`config.mk`:
```
export PLATFORM = sky130hd
export DESIGN_NAME = udp_rx_record_deframer_flat
export DESIGN_NICKNAME = d
export VERILOG_FILES = /design/src/rtl/core/udr_pkg.sv /design/src/rtl/core/udr_byte_if.sv /design/src/rtl/core/udr_result_if.sv /design/src/rtl/core/udr_parser.sv /design/src/rtl/core/udr_out_reg.sv /design/src/rtl/core/udr_rx_record_deframer.sv /design/src/flat_wrapper.sv
export SDC_FILE = /design/constraint.sdc
export NUM_CORES = 1
export LEC_CHECK = 0
export BUFFER_PORTS_ARGS = -buffer_cell sky130_fd_sc_hd__buf_2
export CAP_MARGIN = 20
export CORE_UTILIZATION = 58
export CTS_CLUSTER_DIAMETER = 100
export CTS_CLUSTER_SIZE = 14
export DETAILED_ROUTE_END_ITERATION = 10
export PLACE_DENSITY = 0.83
export SKIP_CTS_REPAIR_TIMING = 1
export SLEW_MARGIN = 25
export SYNTH_ARGS = -nofsm -noshare
export SYNTH_HDL_FRONTEND = slang
export SYNTH_HIERARCHICAL = 1
export SYNTH_SLANG_ARGS = --single-unit
```
`constraint.sdc`:
```
create_clock -name clk -period 7.3 [get_ports clk]
set_clock_uncertainty 0.15 [all_clocks]
set_input_delay 1.46 -clock clk [delete_from_list [all_inputs] [get_ports clk]]
set_output_delay 1.46 -clock clk [all_outputs]
set_load 0.02 [all_outputs]
```
`src/rtl/core/udr_pkg.sv`:
```
// Shared types and constants for the receive-record deframer.
package udr_pkg;

  localparam int unsigned HDR_BYTES = 8;

  localparam logic [15:0] MAX_LEN_RESET = 16'd2048;

  typedef enum logic [1:0] {
    RES_HEADER  = 2'd0,
    RES_PAYLOAD = 2'd1,
    RES_DROP    = 2'd2
  } result_type_t;

  typedef struct packed {
    result_type_t result_type;
    logic [31:0]  source_ip;
    logic [15:0]  source_port;
    logic [15:0]  payload_length;
    logic         accepted;
    logic [7:0]   payload_byte;
    logic         last;
    logic [15:0]  read_pointer;
  } udr_result_t;

endpackage

```
`src/rtl/core/udr_byte_if.sv`:
```
// Byte channel carrying ring bytes into the deframer.
interface udr_byte_if;
  logic       valid;
  logic       ready;
  logic [7:0] ring_byte;

  modport source (output valid, output ring_byte, input ready);
  modport sink (input valid, input ring_byte, output ready);
endinterface

```
`src/rtl/core/udr_result_if.sv`:
```
// Result channel carrying header, payload and drop results out of the deframer.
interface udr_result_if;
  logic        valid;
  logic        ready;
  logic [1:0]  result_type;
  logic [31:0] source_ip;
  logic [15:0] source_port;
  logic [15:0] payload_length;
  logic        accepted;
  logic [7:0]  payload_byte;
  logic        last;
  logic [15:0] read_pointer;

  modport source (
    output valid, output result_type, output source_ip, output source_port,
    output payload_length, output accepted, output payload_byte, output last,
    output read_pointer, input ready
  );
  modport sink (
    input valid, input result_type, input source_ip, input source_port,
    input payload_length, input accepted, input payload_byte, input last,
    input read_pointer, output ready
  );
endinterface

```
`src/rtl/core/udr_parser.sv`:
```
// Record parser: header collection, accept decision, payload count and read pointer.
module udr_parser
  import udr_pkg::*;
(
  input  logic        clk,
  input  logic        rst,
  input  logic        step,
  input  logic [7:0]  ring_byte,
  input  logic [15:0] max_len,
  output logic        res_valid,
  output udr_result_t res
);

  logic [63:0] header_store;
  logic [3:0]  header_count;
  logic        in_payload;
  logic        keep_payload;
  logic [15:0] remaining_bytes;
  logic [15:0] ring_read_pointer;

  logic [63:0] header_store_next;
  logic [3:0]  header_count_next;
  logic        in_payload_next;
  logic        keep_payload_next;
  logic [15:0] remaining_bytes_next;
  logic [15:0] ring_read_pointer_next;

  logic [63:0] hdr_shift;
  logic [3:0]  count_inc;
  logic [15:0] rem_dec;
  logic [15:0] ptr_adv;
  logic        res_last;
  result_type_t res_type;

  assign hdr_shift = {header_store[55:0], ring_byte};
  assign count_inc = header_count + 4'd1;
  assign rem_dec   = remaining_bytes - 16'd1;
  // header path uses the freshly shifted length, payload path the stored one
  assign ptr_adv   = ring_read_pointer + 16'(HDR_BYTES)
                   + (in_payload ? header_store[15:0] : hdr_shift[15:0]);

  // Work out the next state and the result for the byte on offer
  always_comb begin
    header_store_next      = header_store;
    header_count_next      = header_count;
    in_payload_next        = in_payload;
    keep_payload_next      = keep_payload;
    remaining_bytes_next   = remaining_bytes;
    ring_read_pointer_next = ring_read_pointer;
    res_valid              = 1'b0;
    res_last               = 1'b0;
    res_type               = RES_HEADER;
    if (!in_payload) begin
      header_store_next = hdr_shift;
      header_count_next = count_inc;
      if (count_inc == 4'(HDR_BYTES)) begin
        keep_payload_next    = hdr_shift[15:0] <= max_len;
        remaining_bytes_next = hdr_shift[15:0];
        header_count_next    = 4'd0;
        res_valid            = 1'b1;
        if (hdr_shift[15:0] == 16'd0) begin
          // empty record closes on its header
          ring_read_pointer_next = ptr_adv;
          res_last               = 1'b1;
        end else begin
          in_payload_next = 1'b1;
        end
      end
    end else begin
      remaining_bytes_next = rem_dec;
      if (rem_dec == 16'd0) begin
        ring_read_pointer_next = ptr_adv;
        in_payload_next        = 1'b0;
        header_count_next      = 4'd0;
        res_valid              = 1'b1;
        res_last               = 1'b1;
        res_type               = keep_payload ? RES_PAYLOAD : RES_DROP;
      end else if (keep_payload) begin
        res_valid = 1'b1;
        res_type  = RES_PAYLOAD;
      end
    end
  end

  // Assemble the result from the updated header and pointer
  always_comb begin
    res.result_type    = res_type;
    res.source_ip      = header_store_next[63:32];
    res.source_port    = header_store_next[31:16];
    res.payload_length = header_store_next[15:0];
    res.accepted       = keep_payload_next;
    res.payload_byte   = (res_type == RES_PAYLOAD) ? ring_byte : 8'd0;
    res.last           = res_last;
    res.read_pointer   = res_last ? ring_read_pointer_next : 16'd0;
  end

  // Advance the record state on each byte transfer
  always_ff @(posedge clk) begin
    if (rst) begin
      header_store      <= '0;
      header_count      <= '0;
      in_payload        <= 1'b0;
      keep_payload      <= 1'b0;
      remaining_bytes   <= '0;
      ring_read_pointer <= '0;
    end else if (step) begin
      header_store      <= header_store_next;
      header_count      <= header_count_next;
      in_payload        <= in_payload_next;
      keep_payload      <= keep_payload_next;
      remaining_bytes   <= remaining_bytes_next;
      ring_read_pointer <= ring_read_pointer_next;
    end
  end

  a_count_below_header: assert property (@(posedge clk) disable iff (rst)
    header_count < 4'(HDR_BYTES))
    else $error("header count reached a full header without closing");

  a_payload_count_clear: assert property (@(posedge clk) disable iff (rst)
    in_payload |-> (header_count == 4'd0 && remaining_bytes != 16'd0))
    else $error("payload phase with header count set or nothing left");

  a_last_closes_record: assert property (@(posedge clk) disable iff (rst)
    (step && res_valid && res.last) |=> !in_payload)
    else $error("record still open after its last result");

  a_pointer_moves_on_close: assert property (@(posedge clk) disable iff (rst)
    (step && !(res_valid && res.last)) |=> $stable(ring_read_pointer))
    else $error("read pointer moved without a record closing");

endmodule

```
`src/rtl/core/udr_out_reg.sv`:
```
// Result register between the parser and the result channel.
module udr_out_reg
  import udr_pkg::*;
(
  input  logic         clk,
  input  logic         rst,
  input  logic         load,
  input  udr_result_t  res,
  output logic         space,
  udr_result_if.source out_ch
);

  logic        valid;
  udr_result_t data;

  // accept a new result when the register is empty or the held one is being taken
  assign space = !valid || out_ch.ready;

  // Hold the result until the receiver takes it
  always_ff @(posedge clk) begin
    if (rst) begin
      valid <= 1'b0;
    end else if (load) begin
      valid <= 1'b1;
    end else if (out_ch.ready) begin
      valid <= 1'b0;
    end
  end

  always_ff @(posedge clk) begin
    if (load) begin
      data <= res;
    end
  end

  assign out_ch.valid          = valid;
  assign out_ch.result_type    = data.result_type;
  assign out_ch.source_ip      = data.source_ip;
  assign out_ch.source_port    = data.source_port;
  assign out_ch.payload_length = data.payload_length;
  assign out_ch.accepted       = data.accepted;
  assign out_ch.payload_byte   = data.payload_byte;
  assign out_ch.last           = data.last;
  assign out_ch.read_pointer   = data.read_pointer;

  a_no_overwrite: assert property (@(posedge clk) disable iff (rst)
    load |-> space)
    else $error("result loaded over one not yet taken");

endmodule

```
`src/rtl/core/udr_rx_record_deframer.sv`:
```
// Receive-record deframer: ring bytes in, header, payload and drop results out.
//
// ring_in takes one ring byte per transfer. Each record is an 8-byte
// big-endian header (source IP, source port, payload length) and its payload.
// result_out gives a header result after the eighth header byte, one result
// per payload byte of an accepted record, and one drop result at the end of
// a record whose length exceeds max_payload_length. The final result of a
// record carries last and the advanced read pointer.
// Throughput is one byte per cycle while result_out is not stalled; a result
// appears in the cycle after its byte, held in the single result register.
// When the receiver stalls, ring_in ready drops for as long as a result waits
// in the result register and result_out ready is low, whether or not the
// next byte would give a result; it rises again in the cycle the result goes.
// Reset clears the parser to expect a header, zeroes the read pointer, empties
// the result register and sets max_payload_length to 2048.
// Write cfg_wr_data with cfg_wr_en high to set max_payload_length; the
// accept decision is made at each header and held for that record.
module udp_rx_record_deframer
  import udr_pkg::*;
(
  input  logic         clk,
  input  logic         rst,
  input  logic         cfg_wr_en,
  input  logic [15:0]  cfg_wr_data,
  udr_byte_if.sink     ring_in,
  udr_result_if.source result_out
);

  logic [15:0] max_payload_length;
  logic        step;
  logic        res_valid;
  logic        space;
  udr_result_t res;

  // Hold the length limit
  always_ff @(posedge clk) begin
    if (rst) begin
      max_payload_length <= MAX_LEN_RESET;
    end else if (cfg_wr_en) begin
      max_payload_length <= cfg_wr_data;
    end
  end

  assign ring_in.ready = space;
  assign step          = ring_in.valid && space;

  udr_parser u_parser (
    .clk       (clk),
    .rst       (rst),
    .step      (step),
    .ring_byte (ring_in.ring_byte),
    .max_len   (max_payload_length),
    .res_valid (res_valid),
    .res       (res)
  );

  udr_out_reg u_out_reg (
    .clk    (clk),
    .rst    (rst),
    .load   (step && res_valid),
    .res    (res),
    .space  (space),
    .out_ch (result_out)
  );

endmodule

```
`src/flat_wrapper.sv`:
```
// flat-port wrapper written by rule: the top's interface ports become plain ports
module udp_rx_record_deframer_flat import udr_pkg::*;
  (clk, rst, cfg_wr_en, cfg_wr_data, ring_in_valid, ring_in_ring_byte, ring_in_ready, result_out_valid, result_out_result_type, result_out_source_ip, result_out_source_port, result_out_payload_length, result_out_accepted, result_out_payload_byte, result_out_last, result_out_read_pointer, result_out_ready);
  udr_byte_if ring_in_i ();
  udr_result_if result_out_i ();
  input  logic clk;
  input  logic rst;
  input  logic cfg_wr_en;
  input  logic [15:0] cfg_wr_data;
  input wire logic [$bits(ring_in_i.valid)-1:0] ring_in_valid;
  input wire logic [$bits(ring_in_i.ring_byte)-1:0] ring_in_ring_byte;
  output wire logic [$bits(ring_in_i.ready)-1:0] ring_in_ready;
  output wire logic [$bits(result_out_i.valid)-1:0] result_out_valid;
  output wire logic [$bits(result_out_i.result_type)-1:0] result_out_result_type;
  output wire logic [$bits(result_out_i.source_ip)-1:0] result_out_source_ip;
  output wire logic [$bits(result_out_i.source_port)-1:0] result_out_source_port;
  output wire logic [$bits(result_out_i.payload_length)-1:0] result_out_payload_length;
  output wire logic [$bits(result_out_i.accepted)-1:0] result_out_accepted;
  output wire logic [$bits(result_out_i.payload_byte)-1:0] result_out_payload_byte;
  output wire logic [$bits(result_out_i.last)-1:0] result_out_last;
  output wire logic [$bits(result_out_i.read_pointer)-1:0] result_out_read_pointer;
  input wire logic [$bits(result_out_i.ready)-1:0] result_out_ready;
  assign ring_in_i.valid = ring_in_valid;
  assign ring_in_i.ring_byte = ring_in_ring_byte;
  assign ring_in_ready = ring_in_i.ready;
  assign result_out_valid = result_out_i.valid;
  assign result_out_result_type = result_out_i.result_type;
  assign result_out_source_ip = result_out_i.source_ip;
  assign result_out_source_port = result_out_i.source_port;
  assign result_out_payload_length = result_out_i.payload_length;
  assign result_out_accepted = result_out_i.accepted;
  assign result_out_payload_byte = result_out_i.payload_byte;
  assign result_out_last = result_out_i.last;
  assign result_out_read_pointer = result_out_i.read_pointer;
  assign result_out_i.ready = result_out_ready;
  udp_rx_record_deframer u_core (.clk(clk), .rst(rst), .cfg_wr_en(cfg_wr_en), .cfg_wr_data(cfg_wr_data), .ring_in(ring_in_i), .result_out(result_out_i));
endmodule
```
Yosys cells after proc, flatten, opt, wreduce, memory -nomap -nowiden
Index checks and enable logic that the tools add are counted.
{ "classes": {"add_sub_neg": 4, "n_lt_le_gt_ge": 1, "eq_ne": 3, "n_mux": 31, "n_reduce_logical": 10} }
{ "op_table": {"columns": ["operator", "count"], "rows": [
  ["$mux 16", 7],
  ["$mux 64", 1],
  ["$logic_not 16->1", 2],
  ["$mux 1", 17],
  ["$add 16x16->16", 1],
  ["$add 16x4->16 const B", 1],
  ["$le 16x16->1", 1],
  ["$sub 16x1->16 const B", 1],
  ["$mux 4", 3],
  ["$mux 2", 3],
  ["$add 4x1->4 const B", 1],
  ["$eq 4x4->1 const B", 1],
  ["$reduce_and 2->1", 2],
  ["$reduce_bool 2->1", 2],
  ["$eq 2x1->1 const B", 1],
  ["$logic_and 1x1->1", 2],
  ["$ne 2x1->1 const B", 1],
  ["$logic_not 1->1", 1],
  ["$logic_or 1x1->1", 1]
]} }
{ "word_totals": {"regBits": 211, "inputBits": 29, "out_inout_bits": 94, "word_cells": 65} }

Logic depth before layout (Yosys ltp)
Gate-level depths: netlist of the first run.
{ "depth": {"ltp_word": 6, "ltp_mapped": 16, "ltp_nobuf": 13} }

Hierarchy
The synthesis of the first run kept the hierarchy.
{ "by_module_without_submodules": {"columns": ["mod", "instances", "cells_per_inst", "area_per_inst_um2", "seq_area_each_um2"], "rows": [
  ["udr_parser", 1, 851, 6740.2, 2042.0],
  ["udr_out_reg", 1, 96, 2808.9, 2782.7],
  ["udp_rx_record_deframer", 1, 54, 594.3, 320.3]
]} }

Worst setup path after synthesis of the first run
No wires, ideal clock.
{ "synth_timing": {"kind": "reg-to-reg", "start": "register u_core.u_parser.remaining_bytes[0]", "end": "register u_core.u_out_reg.data (netlist bit u_core/u_out_reg/out_ch.accepted), enable pin", "setup_ns": 0.462, "arrival_time_ns": 4.680, "required_time_ns": 6.688, "slack_ns": 2.008, "path_stages_with_launch": 11, "path_buffers": 1, "period_less_slack_ns": 5.292, "cell_sequence": "dfxtp_1 > inv_1 > ha_1 > or4b_1 > buf_2 > or3b_1 > a21o_1 > a2111oi_4 > nand2_1 > o21ai_0 > and3_1"} }
{ "synth_between": {"elab_chain_len": 5} }
{ "synth_rtl": {"columns": ["element", "line_no", "source"], "rows": [
  ["start: declaration", "udr_parser.sv:18", "logic [15:0] remaining_bytes;"],
  ["start signal: assignment", "udr_parser.sv:111", "remaining_bytes <= remaining_bytes_next;"],
  ["$sub 16x1->16", "udr_parser.sv:37", "assign rem_dec = remaining_bytes - 16'd1;"],
  ["$logic_not 16->1", "udr_parser.sv:71", "if (rem_dec == 16'd0) begin"],
  ["$mux 1", "udr_parser.sv:71", null],
  ["$mux 1", "udr_parser.sv:53", "if (!in_payload) begin"],
  ["net u_core.res_valid", "udr_rx_record_deframer.sv:31", "logic res_valid;"],
  ["$logic_and 1x1->1", "udr_rx_record_deframer.sv:60", ".load (step && res_valid),"],
  ["end signal: assignment", "udr_out_reg.sv:32", "data <= res;"],
  ["end: declaration", "udr_out_reg.sv:14", "udr_result_t data;"]
]} }
The timed path passes the listed nets, and every way through them passes these cells.
A chain may end at the register's enable or synchronous reset.

Worst setup path in the final report of the first run
{ "layout_timing": {"start": "register u_core.u_parser.remaining_bytes[0]", "end": "register u_core.u_out_reg.data (netlist bit u_core/u_out_reg/out_ch.source_ip[0]), enable pin"} }
Same word-level chain as after synthesis.

==> key figures, run 1 <==
Worst setup path
  • Critical path origin: u_core/u_parser/remaining_bytes[0]
  • Series of cell instances along the critical path: inv_1, ha_1, or4b_1, or3b_1, a21o_1, a2111oi_4, nand2_1, o21ai_0, and3_4, buf_4
  • Critical Path Sink Type: flop
  • Critical Path RT: about 7.3 ns
  • Worst R2R End: u_core/u_out_reg/out_ch.source_ip[0]
  • CP startpoint kind: flop
  • Buf+Inv Stages, Crit Path: 2
  • Critical register-to-register path startpoint: u_core/u_parser/remaining_bytes[0]
  • Worst-path maximum fanout: between 40 and 50
  • Flop2flop setup slack: roughly 2.7 ns
  • Slowest cell delay on critical path: approximately 0.65 ns
  • Number of cells on the worst reg-to-reg path: 10
  • Critical Path AT: about 4.6 ns
  • Classification of the worst setup path: flop to flop
  • CP max stage cell: sky130_fd_sc_hd__buf_4
  • Total number of cells along the worst setup path: 10
  • Kind of cell adding the most delay to the critical path: simple AND/OR/NAND/NOR gates
  • End of the critical path: u_core/u_out_reg/out_ch.source_ip[0]

CTS
  • CTS buffer count: 19
  • Maximum buffer depth of the clock tree: 3
  • H-tree lvl count: 1
  • Clock latency on the worst-skew pair: about 0.50 ns
  • Num Clock Sinks: ~210
  • Root Buffer Master: sky130_fd_sc_hd__clkbuf_16
  • TritonCTS clock tree: done
  • Clock-pin slew on the worst setup and hold paths: roughly 0.070 ns

Routing
  • DR WL met2: 10390 µm
  • DR DRC count: 0
  • Wire length on met1: roughly 9900 µm
  • Detailed-routing iteration count for the pre-antenna-repair pass: 5
  • Antenna viol nets, final: 0
  • Ratio of routed vias to standard cells: between 5 and 6
  • Via count: 7630
  • Sum of met3 wire segment lengths after detailed routing: ~1400 µm
  • Uppermost layer routed: met5
  • Routed wire length: between 20000 and 25000 µm
  • Post-detailed-route wirelength per cell: 16.82 µm
  • Number of DRC violations after detailed-routing iteration 0: 626

Power and ir drop
  • Combinational cell fraction of total power: around 5.2%
  • Pwr/cell area: around 200 mW/mm²
  • Sequential power share: a little over half
  • Cell internal pwr: 1.767 mW
  • Share of total power consumed by net switching: between 20% and 30%
  • Power after layout: 2.272 mW
  • Worst voltage drop across the vdd grid: 0.1690 mV
  • Leak: 4.513 nW
  • Net Sw Power: 0.5045 mW
  • Clock Power Share: roughly two fifths

Timing
  • Number of pins exceeding their max-slew limit in the final report: 0
  • Total setup violations reported at the end of the flow: 0
  • Max transition margin: 33.73%
  • Final hold slack: approximately 0.30 ns
  • Final hold viol count: 0
  • Worst-margin pin slew: between 0.9 and 1 ns
  • Unrepaired setup endpoints after global routing: false
  • Post-layout worst setup margin: between 2 and 3 ns
  • Fmax: 216.5 MHz
  • Final worst path period share: 63.26%
  • Min Tclk post-route: between 4 and 5 ns
  • Total negative slack: 0 ns

Placement
  • Final weighted congestion in routability-driven placement: 0.9141
  • Count of port buffers added during placement: 122
  • Number of placed instances, taps included: between 1000 and 1500
  • Post-Place Setup Slack: roughly 2.8 ns
  • HPWL after DPL: 14320 µm

Flow run
  • Max Cap Viol: 0

Logic synthesis
  • Count of state elements after synthesis: 211
  • Nets in the synthesized netlist: between 1000 and 1500
  • Main combinational cell family by area after synthesis: simple AND/OR/NAND/NOR gates
  • Share of cell area taken by muxes after synthesis: 9.806%
  • Share of synthesized cell area in full adder, half adder and majority cells: 6.242%
  • Leading register cell type out of synthesis: sky130_fd_sc_hd__dfxtp_1
  • Post-synthesis async set-or-reset flop share: 0%
  • Area of the mapped netlist: 0.01014 mm²
  • Total number of yosys warnings: 6
  • Synthesized netlist cell count: 1001
  • Register area share after synthesis: about half
  • Number of synthesized flops with an enable pin: 92
  • Synthesized-area fraction occupied by ao, oa, aoi and oai cells: around an eighth
  • Post-synthesis share of cell area spent on and, or, nand and nor gates: 15.68%
  • Syn_area_per_cell: between 10 and 15 µm²
  • Count of different cell masters after synthesis: 70
  • Synth Area in XOR/XNOR: 1.530%

Global routing
  • Antenna violations before repair: 1
  • Maximum number of pins on one net before global-route repair: 77
  • GRT Resource Usage Total: ~25%
  • Vias in the first global route: between 7000 and 8000
  • Wire length of the first global-routing pass: between 30000 and 40000 µm
  • Overflow after GRT: 0

Finish
  • Share of final-layout standard cells stronger than drive strength 1: approximately a fifth
  • Final cell count without fillers: around 1300
  • Antenna diode instance count: 0
  • Final net count: 1175
  • Layout overhead on the synthesized area: 12.21%

Floorplanning
  • Placeable core region: approximately 0.017 mm²
  • Die height: approximately 130 µm
  • Die area: between 0.015 and 0.02 mm²
  • Core Rows: 47
  • Boundary Pins: about 120
  • Die X: between 100 and 150 µm
  • Initial standard-cell utilization of the core: 60.31%

Min path
  • Worst min path class: flop to flop

Run status
  • Outcome: complete, no violations
==> metrics by stage <==
stage / area (µm²) / util (%)
after detailed placement: 10850 / 64.48
final: 11380 / 67.68
after CTS: 11380 / 67.68
after floorplan: 10140 / -
after global placement: 10850 / 64.48
after global routing: 11380 / 67.68
==> cells in the final DEF (no fill, tap or decap), drive strengths merged, types with 15 or more instances in the layout <==
cell type,Yosys,routed
clkbuf,37,31
edfxtp,92,92
buf,18,129
nand2,160,160
mux2i,33,33
nor2b,16,16
mux2,59,59
dfxtp,119,119
o21ai,25,25
inv,45,45
ha,49,49
nor3,15,15
a21oi,99,99
nor2,72,72
==> layout make-up <==
cell class	count	area [µm²]
Clock buffer	31	520.5
Clock inverter	1	16.27
Fill cell	1273	5436
Inverter	45	168.9
Multi-Input combinational cell	690	4587
Sequential cell	211	5149
Tap cell	220	275.3
Timing Repair Buffer	129	665.6
==> power by group through the flow <==
stage	combinational [mW]	sequential, mW	clock, mW
2_1_floorplan	0.0843	1.27	0
3_3_place_gp	0.113	1.27	0
3_5_place_dp	0.116	1.27	0
4_1_cts	0.117	1.25	0.918
5_1_grt	0.131	1.25	0.964
6_report	0.118	1.25	0.906
==> Yosys cell counts (6+ instances only) <==
master                     number  area (µm²)
sky130_fd_sc_hd__and3_1        14       87.58
sky130_fd_sc_hd__a21oi_1       98       490.5
sky130_fd_sc_hd__a21o_1         8       60.06
sky130_fd_sc_hd__nand2_1      160       600.6
sky130_fd_sc_hd__a211oi_1       7       52.55
sky130_fd_sc_hd__or3_1          6       37.54
sky130_fd_sc_hd__buf_1          8       30.03
sky130_fd_sc_hd__nor2b_1       14       87.58
sky130_fd_sc_hd__inv_1         45       168.9
sky130_fd_sc_hd__o21ai_0       24       120.1
sky130_fd_sc_hd__o21a_1         8       60.06
sky130_fd_sc_hd__mux2i_1       33       330.3
sky130_fd_sc_hd__nor3_1        15       75.07
sky130_fd_sc_hd__ha_1          49       613.1
sky130_fd_sc_hd__clkbuf_1      37       138.9
sky130_fd_sc_hd__nand3_1       11       55.05
sky130_fd_sc_hd__mux2_2        59       664.4
sky130_fd_sc_hd__xnor2_1       11       96.34
sky130_fd_sc_hd__nor2_1        72       270.3
sky130_fd_sc_hd__nand4_1        6       37.54
sky130_fd_sc_hd__dfxtp_1      119        2382
sky130_fd_sc_hd__nand2b_1       8       50.05
sky130_fd_sc_hd__edfxtp_1      92        2763
==> sequential cells by signal, indices dropped and copies added (netlist names) <==
signal                                  cells
u_core/u_parser/header_store               64
u_core/u_out_reg/out_ch.source_ip          32
u_core/max_payload_length                  16
u_core/u_out_reg/out_ch.payload_length     16
u_core/u_out_reg/out_ch.read_pointer       16
u_core/u_out_reg/out_ch.source_port        16
u_core/u_parser/remaining_bytes            16
u_core/u_parser/ring_read_pointer          16
u_core/u_out_reg/out_ch.payload_byte        8
u_core/u_parser/header_count                4
u_core/u_out_reg/out_ch.result_type         2
u_core/u_out_reg/out_ch.accepted            1
u_core/u_out_reg/out_ch.last                1
u_core/u_out_reg/out_ch.valid               1
u_core/u_parser/in_payload                  1
u_core/u_parser/keep_payload                1
==> worst register-to-register path: stages (launching register included) <==
cell and delay, ns:
sky130_fd_sc_hd__dfxtp_1 0.34, sky130_fd_sc_hd__inv_1 0.09, sky130_fd_sc_hd__ha_1 0.28, sky130_fd_sc_hd__or4b_1 0.62, sky130_fd_sc_hd__or3b_1 0.40, sky130_fd_sc_hd__a21o_1 0.23, sky130_fd_sc_hd__a2111oi_4 0.47, sky130_fd_sc_hd__nand2_1 0.16
sky130_fd_sc_hd__o21ai_0 0.19, sky130_fd_sc_hd__and3_4 0.63, sky130_fd_sc_hd__buf_4 0.66
==> routing by layer <==
metal,global-route usage [%],vias to the layer above
met3,3.590,60
li1,-,3722
met5,0,-
met2,41.36,283
met1,33.32,3563
met4,8.926,2
==> worst min-delay path by stage <==
stage | from | to | cells past startpoint
2_1_floorplan | u_core/u_parser/header_store[56] | u_core/u_parser/header_store[56] | 2
3_3_place_gp | u_core/u_parser/header_store[57] | u_core/u_parser/header_store[57] | 2
3_5_place_dp | u_core/u_parser/header_store[60] | u_core/u_parser/header_store[60] | 2
4_1_cts | u_core/u_parser/header_store[58] | u_core/u_parser/header_store[58] | 2
5_1_grt | u_core/u_parser/header_store[57] | u_core/u_parser/header_store[57] | 2
6_report | u_core/u_parser/header_store[58] | u_core/u_parser/header_store[58] | 2
==> cell families after synthesis <==
group / after synthesis
buffers and inverters: 100
AOI/OAI and AO/OA: 190
muxes: 92
and+or+nand+nor: 342
xor gates and xnor gates: 16
DFF: 211
adders and majority gates: 50
Power figures use the tool's default switching activity.
==> inputs of run 2 (changes only) <==
Settings changed: CORE_UTILIZATION 58 to 53, PLACE_DENSITY 0.83 to 0.8.
Clock period 7.3 ns to 4.1 ns, I/O delays scaled along.
==> key figures, run 2 (synthesis results as in run 1) <==
Timing
  • Number of pins exceeding their max-slew limit in the final report: 0 (unchanged)
  • Max transition margin: 39.15% (was 33.73%)
  • Min Tclk post-route: 3.837 ns (was 4.618 ns)
  • Fmax: 260.6 MHz (was 216.5 MHz)
  • Final worst path period share: 93.58% (was 63.26%)
  • Final hold viol count: 0 (unchanged)
  • Total negative slack: 0 ns (unchanged)
  • Post-layout worst setup margin: 0.2631 ns (was 2.682 ns)
  • Worst-margin pin slew: 0.9128 ns (was 0.9941 ns)
  • Final hold slack: 0.3012 ns (was 0.3021 ns)
  • Unrepaired setup endpoints after global routing: false (unchanged)
  • Total setup violations reported at the end of the flow: 0 (unchanged)

Finish
  • Antenna diode instance count: 0 (unchanged)
  • Share of final-layout standard cells stronger than drive strength 1: 21.50% (was 20.60%)
  • Count of fill cells added during filler insertion: 1561 (was 1273)
  • Layout overhead on the synthesized area: 13.63% (was 12.21%)
  • Commonest non-fill, non-tap cells in the layout: 159 x sky130_fd_sc_hd__nand2_1, 121 x sky130_fd_sc_hd__buf_2, 118 x sky130_fd_sc_hd__dfxtp_1 (unchanged)
  • Most frequent standard cell in the layout excluding fill and tap cells: sky130_fd_sc_hd__nand2_1 (unchanged)
  • Multi-input gate area in the final layout: 0.004587 mm² (unchanged)
  • Number of flip-flops in the largest register: 64 (unchanged)
  • Final net count: 1188 (was 1175)
  • Register with the highest flop count: u_core/u_parser/header_store (unchanged)
  • Final Util: 61.62% (was 67.68%)
  • Sequential Area: 0.005149 mm² (unchanged)

Floorplanning
  • Core Rows: 50 (was 47)
  • Boundary Pins: 123 (unchanged)
  • Die area: 0.01970 mm² (was 0.01802 mm²)
  • Die height: 140.3 µm (was 134.2 µm)
  • Placeable core region: 0.01871 mm² (was 0.01682 mm²)
  • Initial standard-cell utilization of the core: 54.23% (was 60.31%)
  • Die X: 140.3 µm (was 134.2 µm)

Worst setup path
  • Buf+Inv Stages, Crit Path: 2 (unchanged)
  • Classification of the worst setup path: flop to flop (unchanged)
  • Kind of cell adding the most delay to the critical path: simple AND/OR/NAND/NOR gates (unchanged)
  • Slowest cell delay on critical path: 0.61 ns (was 0.65 ns)
  • Critical Path AT: 3.85 ns (was 4.58 ns)
  • CP startpoint kind: flop (unchanged)
  • Series of cell instances along the critical path: inv_1, ha_1, or4b_1, or3b_1, a21o_1, a2111oi_4, nand2_1, o21ai_0, and3_4, buf_12 (was inv_1, ha_1, or4b_1, or3b_1, a21o_1, a2111oi_4, nand2_1, o21ai_0, and3_4, buf_4)
  • Critical Path Sink Type: flop (unchanged)
  • Worst-path maximum fanout: 50 (was 49)
  • CP max stage cell: sky130_fd_sc_hd__or4b_1 (was sky130_fd_sc_hd__buf_4)
  • Critical Path RT: 4.11 ns (was 7.26 ns)

CTS
  • Clock latency on the worst-skew pair: 0.49 ns (was 0.50 ns)
  • Num Clock Sinks: 211 (unchanged)
  • Maximum buffer depth of the clock tree: 3 (unchanged)
  • Root Buffer Master: sky130_fd_sc_hd__clkbuf_16 (unchanged)
  • CTS buffer count: 19 (unchanged)
  • TritonCTS clock tree: done (unchanged)
  • H-tree lvl count: 1 (unchanged)
  • Clock-pin slew on the worst setup and hold paths: 0.07 ns (about the same)

Global routing
  • Vias in the first global route: 7154 (was 7188)
  • Antenna violations before repair: 0 (was 1)
  • GRT Resource Usage Total: 22.94% (was 24.93%)
  • Overflow after GRT: 0 (unchanged)
  • Wire length of the first global-routing pass: 36540 µm (was 36160 µm)
  • Maximum number of pins on one net before global-route repair: 82 (was 77)

Run status
  • Outcome: complete, no violations (unchanged)

Routing
  • Number of DRC violations after detailed-routing iteration 0: 529 (was 626)
  • DR DRC count: 0 (unchanged)
  • Post-detailed-route wirelength per cell: 16.75 µm (was 16.82 µm)
  • Routed wire length: 22700 µm (was 22320 µm)
  • Detailed-routing iteration count for the pre-antenna-repair pass: 5 (unchanged)
  • Ratio of routed vias to standard cells: 5.699 (was 5.750)
  • Via count: 7722 (was 7630)
  • Antenna viol nets, final: 0 (unchanged)

Placement
  • Count of port buffers added during placement: 122 (unchanged)
  • Post-Place Setup Slack: 0.2454 ns (was 2.764 ns)
  • Final weighted congestion in routability-driven placement: 0.8822 (was 0.9141)
  • HPWL after DPL: 15050 µm (was 14320 µm)

Power and ir drop
  • Cell internal pwr: 3.156 mW (was 1.767 mW)
  • Pwr/cell area: 352.5 mW/mm² (was 199.6 mW/mm²)
  • Combinational cell fraction of total power: 5.5% (was 5.2%)
  • Sequential power share: 54.5% (was 54.9%)
  • Clock Power Share: 39.9% (about the same)
  • Worst voltage drop across the vdd grid: 0.3434 mV (was 0.1690 mV)
  • Leak: 4.586 nW (was 4.513 nW)
  • Net Sw Power: 0.9069 mW (was 0.5045 mW)
  • Share of total power consumed by net switching: 22.32% (was 22.21%)

Min path
  • Worst min path class: flop to flop (unchanged)

Flow run
  • Max Cap Viol: 0 (unchanged)
run 2: final cells by class:
type / instances / area share [%]
Timing Repair Buffer: 142 / 6.839
Tap cell: 234 / 2.540
Sequential cell: 211 / 44.67
Clock inverter: 1 / 0.1411
Clock buffer: 32 / 4.548
Multi-Input combinational cell: 690 / 39.80
Inverter: 45 / 1.465
run 2: stage by stage:
step	instance area, µm²	total power, mW	cells
after detailed placement	10990	2.483	1322
after floorplan	10150	2.408	1001
final	11530	4.063	1355
after global routing	11530	4.192	1355
after global placement	10990	2.476	1322
after CTS	11530	4.087	1355
run 2: metal layers:
layer	vias up	wire length, µm	global-route usage, %
met5	-	0	0
met4	0	781	8.271
met3	56	1226	3.214
met2	272	10410	36.87
met1	3656	10290	31.61
li1	3738	-	-
run 2: final timing paths:
check / start / end / slack (ns) / cells after the start
setup / recovery: u_core/u_parser/remaining_bytes[0] / u_core/u_out_reg/out_ch.source_port[8] / 0.26 / 10
hold / removal: u_core/u_parser/header_store[57] / u_core/u_parser/header_store[57] / 0.30 / 2
setup reg to reg: u_core/u_parser/remaining_bytes[0] / u_core/u_out_reg/out_ch.source_port[8] / 0.26 / 10
hold reg to reg: u_core/u_parser/header_store[57] / u_core/u_parser/header_store[57] / 0.30 / 2
run 2: worst register-to-register path: stages (launching register included):
cell and delay, ns:
sky130_fd_sc_hd__dfxtp_1 0.35, sky130_fd_sc_hd__inv_1 0.09, sky130_fd_sc_hd__ha_1 0.28, sky130_fd_sc_hd__or4b_1 0.61, sky130_fd_sc_hd__or3b_1 0.39, sky130_fd_sc_hd__a21o_1 0.23, sky130_fd_sc_hd__a2111oi_4 0.52, sky130_fd_sc_hd__nand2_1 0.15
sky130_fd_sc_hd__o21ai_0 0.19, sky130_fd_sc_hd__and3_4 0.24, sky130_fd_sc_hd__buf_12 0.27
run 2: power by group through the flow:
stage                     clock (mW)  sequential, mW  combinational (mW)
after floorplan                    0            2.26               0.150
after global placement             0            2.26               0.215
after detailed placement           0            2.26               0.220
after CTS                       1.65            2.22               0.222
after global routing            1.73            2.22               0.247
final                           1.62            2.22               0.224
==> inputs of run 3 (changes only) <==
Settings changed: CORE_ASPECT_RATIO from default to 2, CORE_UTILIZATION 53 to 50, PLACE_DENSITY 0.8 to 0.76.
==> key figures, run 3 (synthesis results as in run 1) <==
Finish
  • Number of flip-flops in the largest register: 64 (unchanged)
  • Layout overhead on the synthesized area: 14.69% (was 13.63%)
  • Antenna diode instance count: 0 (unchanged)
  • Final net count: 1196 (was 1188)
  • Commonest non-fill, non-tap cells in the layout: 159 x sky130_fd_sc_hd__nand2_1, 121 x sky130_fd_sc_hd__buf_2, 118 x sky130_fd_sc_hd__dfxtp_1 (unchanged)
  • Final cell count without fillers: 1391 (was 1355)
  • Most frequent standard cell in the layout excluding fill and tap cells: sky130_fd_sc_hd__nand2_1 (unchanged)
  • Share of final-layout standard cells stronger than drive strength 1: 22.05% (was 21.50%)
  • Register with the highest flop count: u_core/u_parser/header_store (unchanged)

Floorplanning
  • Initial standard-cell utilization of the core: 50.94% (was 54.23%)
  • Core Rows: 73 (was 50)
  • Die height: 203.4 µm (was 140.3 µm)
  • Boundary Pins: 123 (unchanged)
  • Die area: 0.02090 mm² (was 0.01970 mm²)
  • Placeable core region: 0.01991 mm² (was 0.01871 mm²)
  • Die X: 102.7 µm (was 140.3 µm)

Timing
  • Max transition margin: 53.51% (was 39.15%)
  • Post-layout worst setup margin: 0.4025 ns (was 0.2631 ns)
  • Total setup violations reported at the end of the flow: 0 (unchanged)
  • Total negative slack: 0 ns (unchanged)
  • Final hold viol count: 0 (unchanged)
  • Unrepaired setup endpoints after global routing: false (unchanged)
  • Fmax: 270.5 MHz (was 260.6 MHz)
  • Number of pins exceeding their max-slew limit in the final report: 0 (unchanged)
  • Min Tclk post-route: 3.698 ns (was 3.837 ns)
  • Worst-margin pin slew: 0.6909 ns (was 0.9128 ns)
  • Final worst path period share: 90.18% (was 93.58%)

Routing
  • Post-detailed-route wirelength per cell: 17.18 µm (was 16.75 µm)
  • Routed wire length: 23900 µm (was 22700 µm)
  • Via count: 7762 (was 7722)
  • Ratio of routed vias to standard cells: 5.580 (was 5.699)
  • DR DRC count: 0 (unchanged)
  • Antenna viol nets, final: 0 (unchanged)
  • Number of DRC violations after detailed-routing iteration 0: 414 (was 529)
  • Detailed-routing iteration count for the pre-antenna-repair pass: 8 (was 5)

Power and ir drop
  • Pwr/cell area: 350.5 mW/mm² (was 352.5 mW/mm²)
  • Leak: 4.631 nW (was 4.586 nW)
  • Worst voltage drop across the vdd grid: 0.3196 mV (was 0.3434 mV)

Worst setup path
  • Kind of cell adding the most delay to the critical path: simple AND/OR/NAND/NOR gates (unchanged)
  • Worst-path maximum fanout: 37 (was 50)
  • Buf+Inv Stages, Crit Path: 2 (unchanged)
  • Series of cell instances along the critical path: inv_1, ha_1, or4b_1, or3b_1, a21o_1, a2111oi_4, nand2_1, o21ai_0, and3_4, buf_12 (unchanged)
  • Critical Path RT: 4.12 ns (was 4.11 ns)
  • CP startpoint kind: flop (unchanged)
  • Number of cells on the worst reg-to-reg path: 10 (unchanged)
  • CP max stage cell: sky130_fd_sc_hd__or4b_1 (unchanged)
  • Critical Path AT: 3.72 ns (was 3.85 ns)
  • Critical Path Sink Type: flop (unchanged)
  • Classification of the worst setup path: flop to flop (unchanged)
  • Total number of cells along the worst setup path: 10 (unchanged)
  • Slowest cell delay on critical path: 0.48 ns (was 0.61 ns)

CTS
  • TritonCTS clock tree: done (unchanged)
  • CTS buffer count: 19 (unchanged)
  • H-tree lvl count: 1 (unchanged)
  • Clock latency on the worst-skew pair: 0.49 ns (about the same)
  • Num Clock Sinks: 211 (unchanged)
  • Maximum buffer depth of the clock tree: 3 (unchanged)
  • Clock-pin slew on the worst setup and hold paths: 0.07 ns (about the same)
  • Root Buffer Master: sky130_fd_sc_hd__clkbuf_16 (unchanged)

Placement
  • HPWL after DPL: 16590 µm (was 15050 µm)
  • Number of placed instances, taps included: 1358 (was 1322)
  • Post-Place Setup Slack: 0.2381 ns (was 0.2454 ns)
  • Count of port buffers added during placement: 122 (unchanged)
  • Final weighted congestion in routability-driven placement: 0.9629 (was 0.8822)

Flow run
  • Max Cap Viol: 0 (unchanged)

Run status
  • Outcome: complete, no violations (unchanged)

Global routing
  • Wire length of the first global-routing pass: 37300 µm (was 36540 µm)
  • Antenna violations before repair: 0 (unchanged)
  • Maximum number of pins on one net before global-route repair: 75 (was 82)
  • Overflow after GRT: 0 (unchanged)
  • GRT Resource Usage Total: 23.24% (was 22.94%)
  • Vias in the first global route: 7368 (was 7154)

Min path
  • Worst min path class: flop to flop (unchanged)
  • Number of stages on the worst hold path: 2 (unchanged)
==> run 3: worst paths after layout <==
kind	start	end	slack, ns
max	u_core/u_parser/remaining_bytes[0]	u_core/u_out_reg/out_ch.source_port[0]	0.40
min reg2reg	u_core/u_parser/header_store[59]	u_core/u_parser/header_store[59]	0.30
min	u_core/u_parser/header_store[59]	u_core/u_parser/header_store[59]	0.30
max reg2reg	u_core/u_parser/remaining_bytes[0]	u_core/u_out_reg/out_ch.source_port[0]	0.40
==> run 3: metrics by stage <==
stage / total power [mW] / utilization, % / instance area (µm²) / hold WS, ns
global route: 4.213 / 58.43 / 11630 / 0.3351
detailed placement: 2.493 / 55.71 / 11090 / 0.2964
global placement: 2.485 / 55.71 / 11090 / 0.2880
floorplan: 2.408 / - / 10150 / 0.2829
CTS: 4.116 / 58.43 / 11630 / 0.3062
finish: 4.077 / 58.43 / 11630 / 0.3040
==> run 3: final cells by class <==
type                       count  area (µm²)
inverter                      45       168.9
sequential                   211        5149
clock buffer                  32       524.3
clock inverter                 1       16.27
multi-input combinational    690        4587
timing repair buffer         150       860.8
fill                        1747        8278
tap                          262       327.8
==> run 3: report_power, final <==
part	switching, mW	leakage (nW)	internal (mW)
Clock	0.751	0.256	0.875
Sequential	0.0193	1.83	2.20
Combinational	0.147	2.54	0.0880
==> run 3: worst register-to-register path, stage by stage (launching register included) <==
cell and delay, ns:
sky130_fd_sc_hd__dfxtp_1 0.35, sky130_fd_sc_hd__inv_1 0.09, sky130_fd_sc_hd__ha_1 0.31, sky130_fd_sc_hd__or4b_1 0.48
sky130_fd_sc_hd__or3b_1 0.36, sky130_fd_sc_hd__a21o_1 0.24, sky130_fd_sc_hd__a2111oi_4 0.40, sky130_fd_sc_hd__nand2_1 0.16
sky130_fd_sc_hd__o21ai_0 0.18, sky130_fd_sc_hd__and3_4 0.35, sky130_fd_sc_hd__buf_12 0.27
==> run 3: per-layer routing <==
metal / GRT usage [%] / wire [µm] / part of all wire [%] / up-vias
met4: 13.93 / 1487 / 6.2 / 0
met3: 3.153 / 1023 / 4.3 / 93
li1: - / - / - / 3758
met2: 41.64 / 12500 / 52 / 249
met1: 25.18 / 8887 / 37 / 3662
met5: 0 / 0 / 0 / -
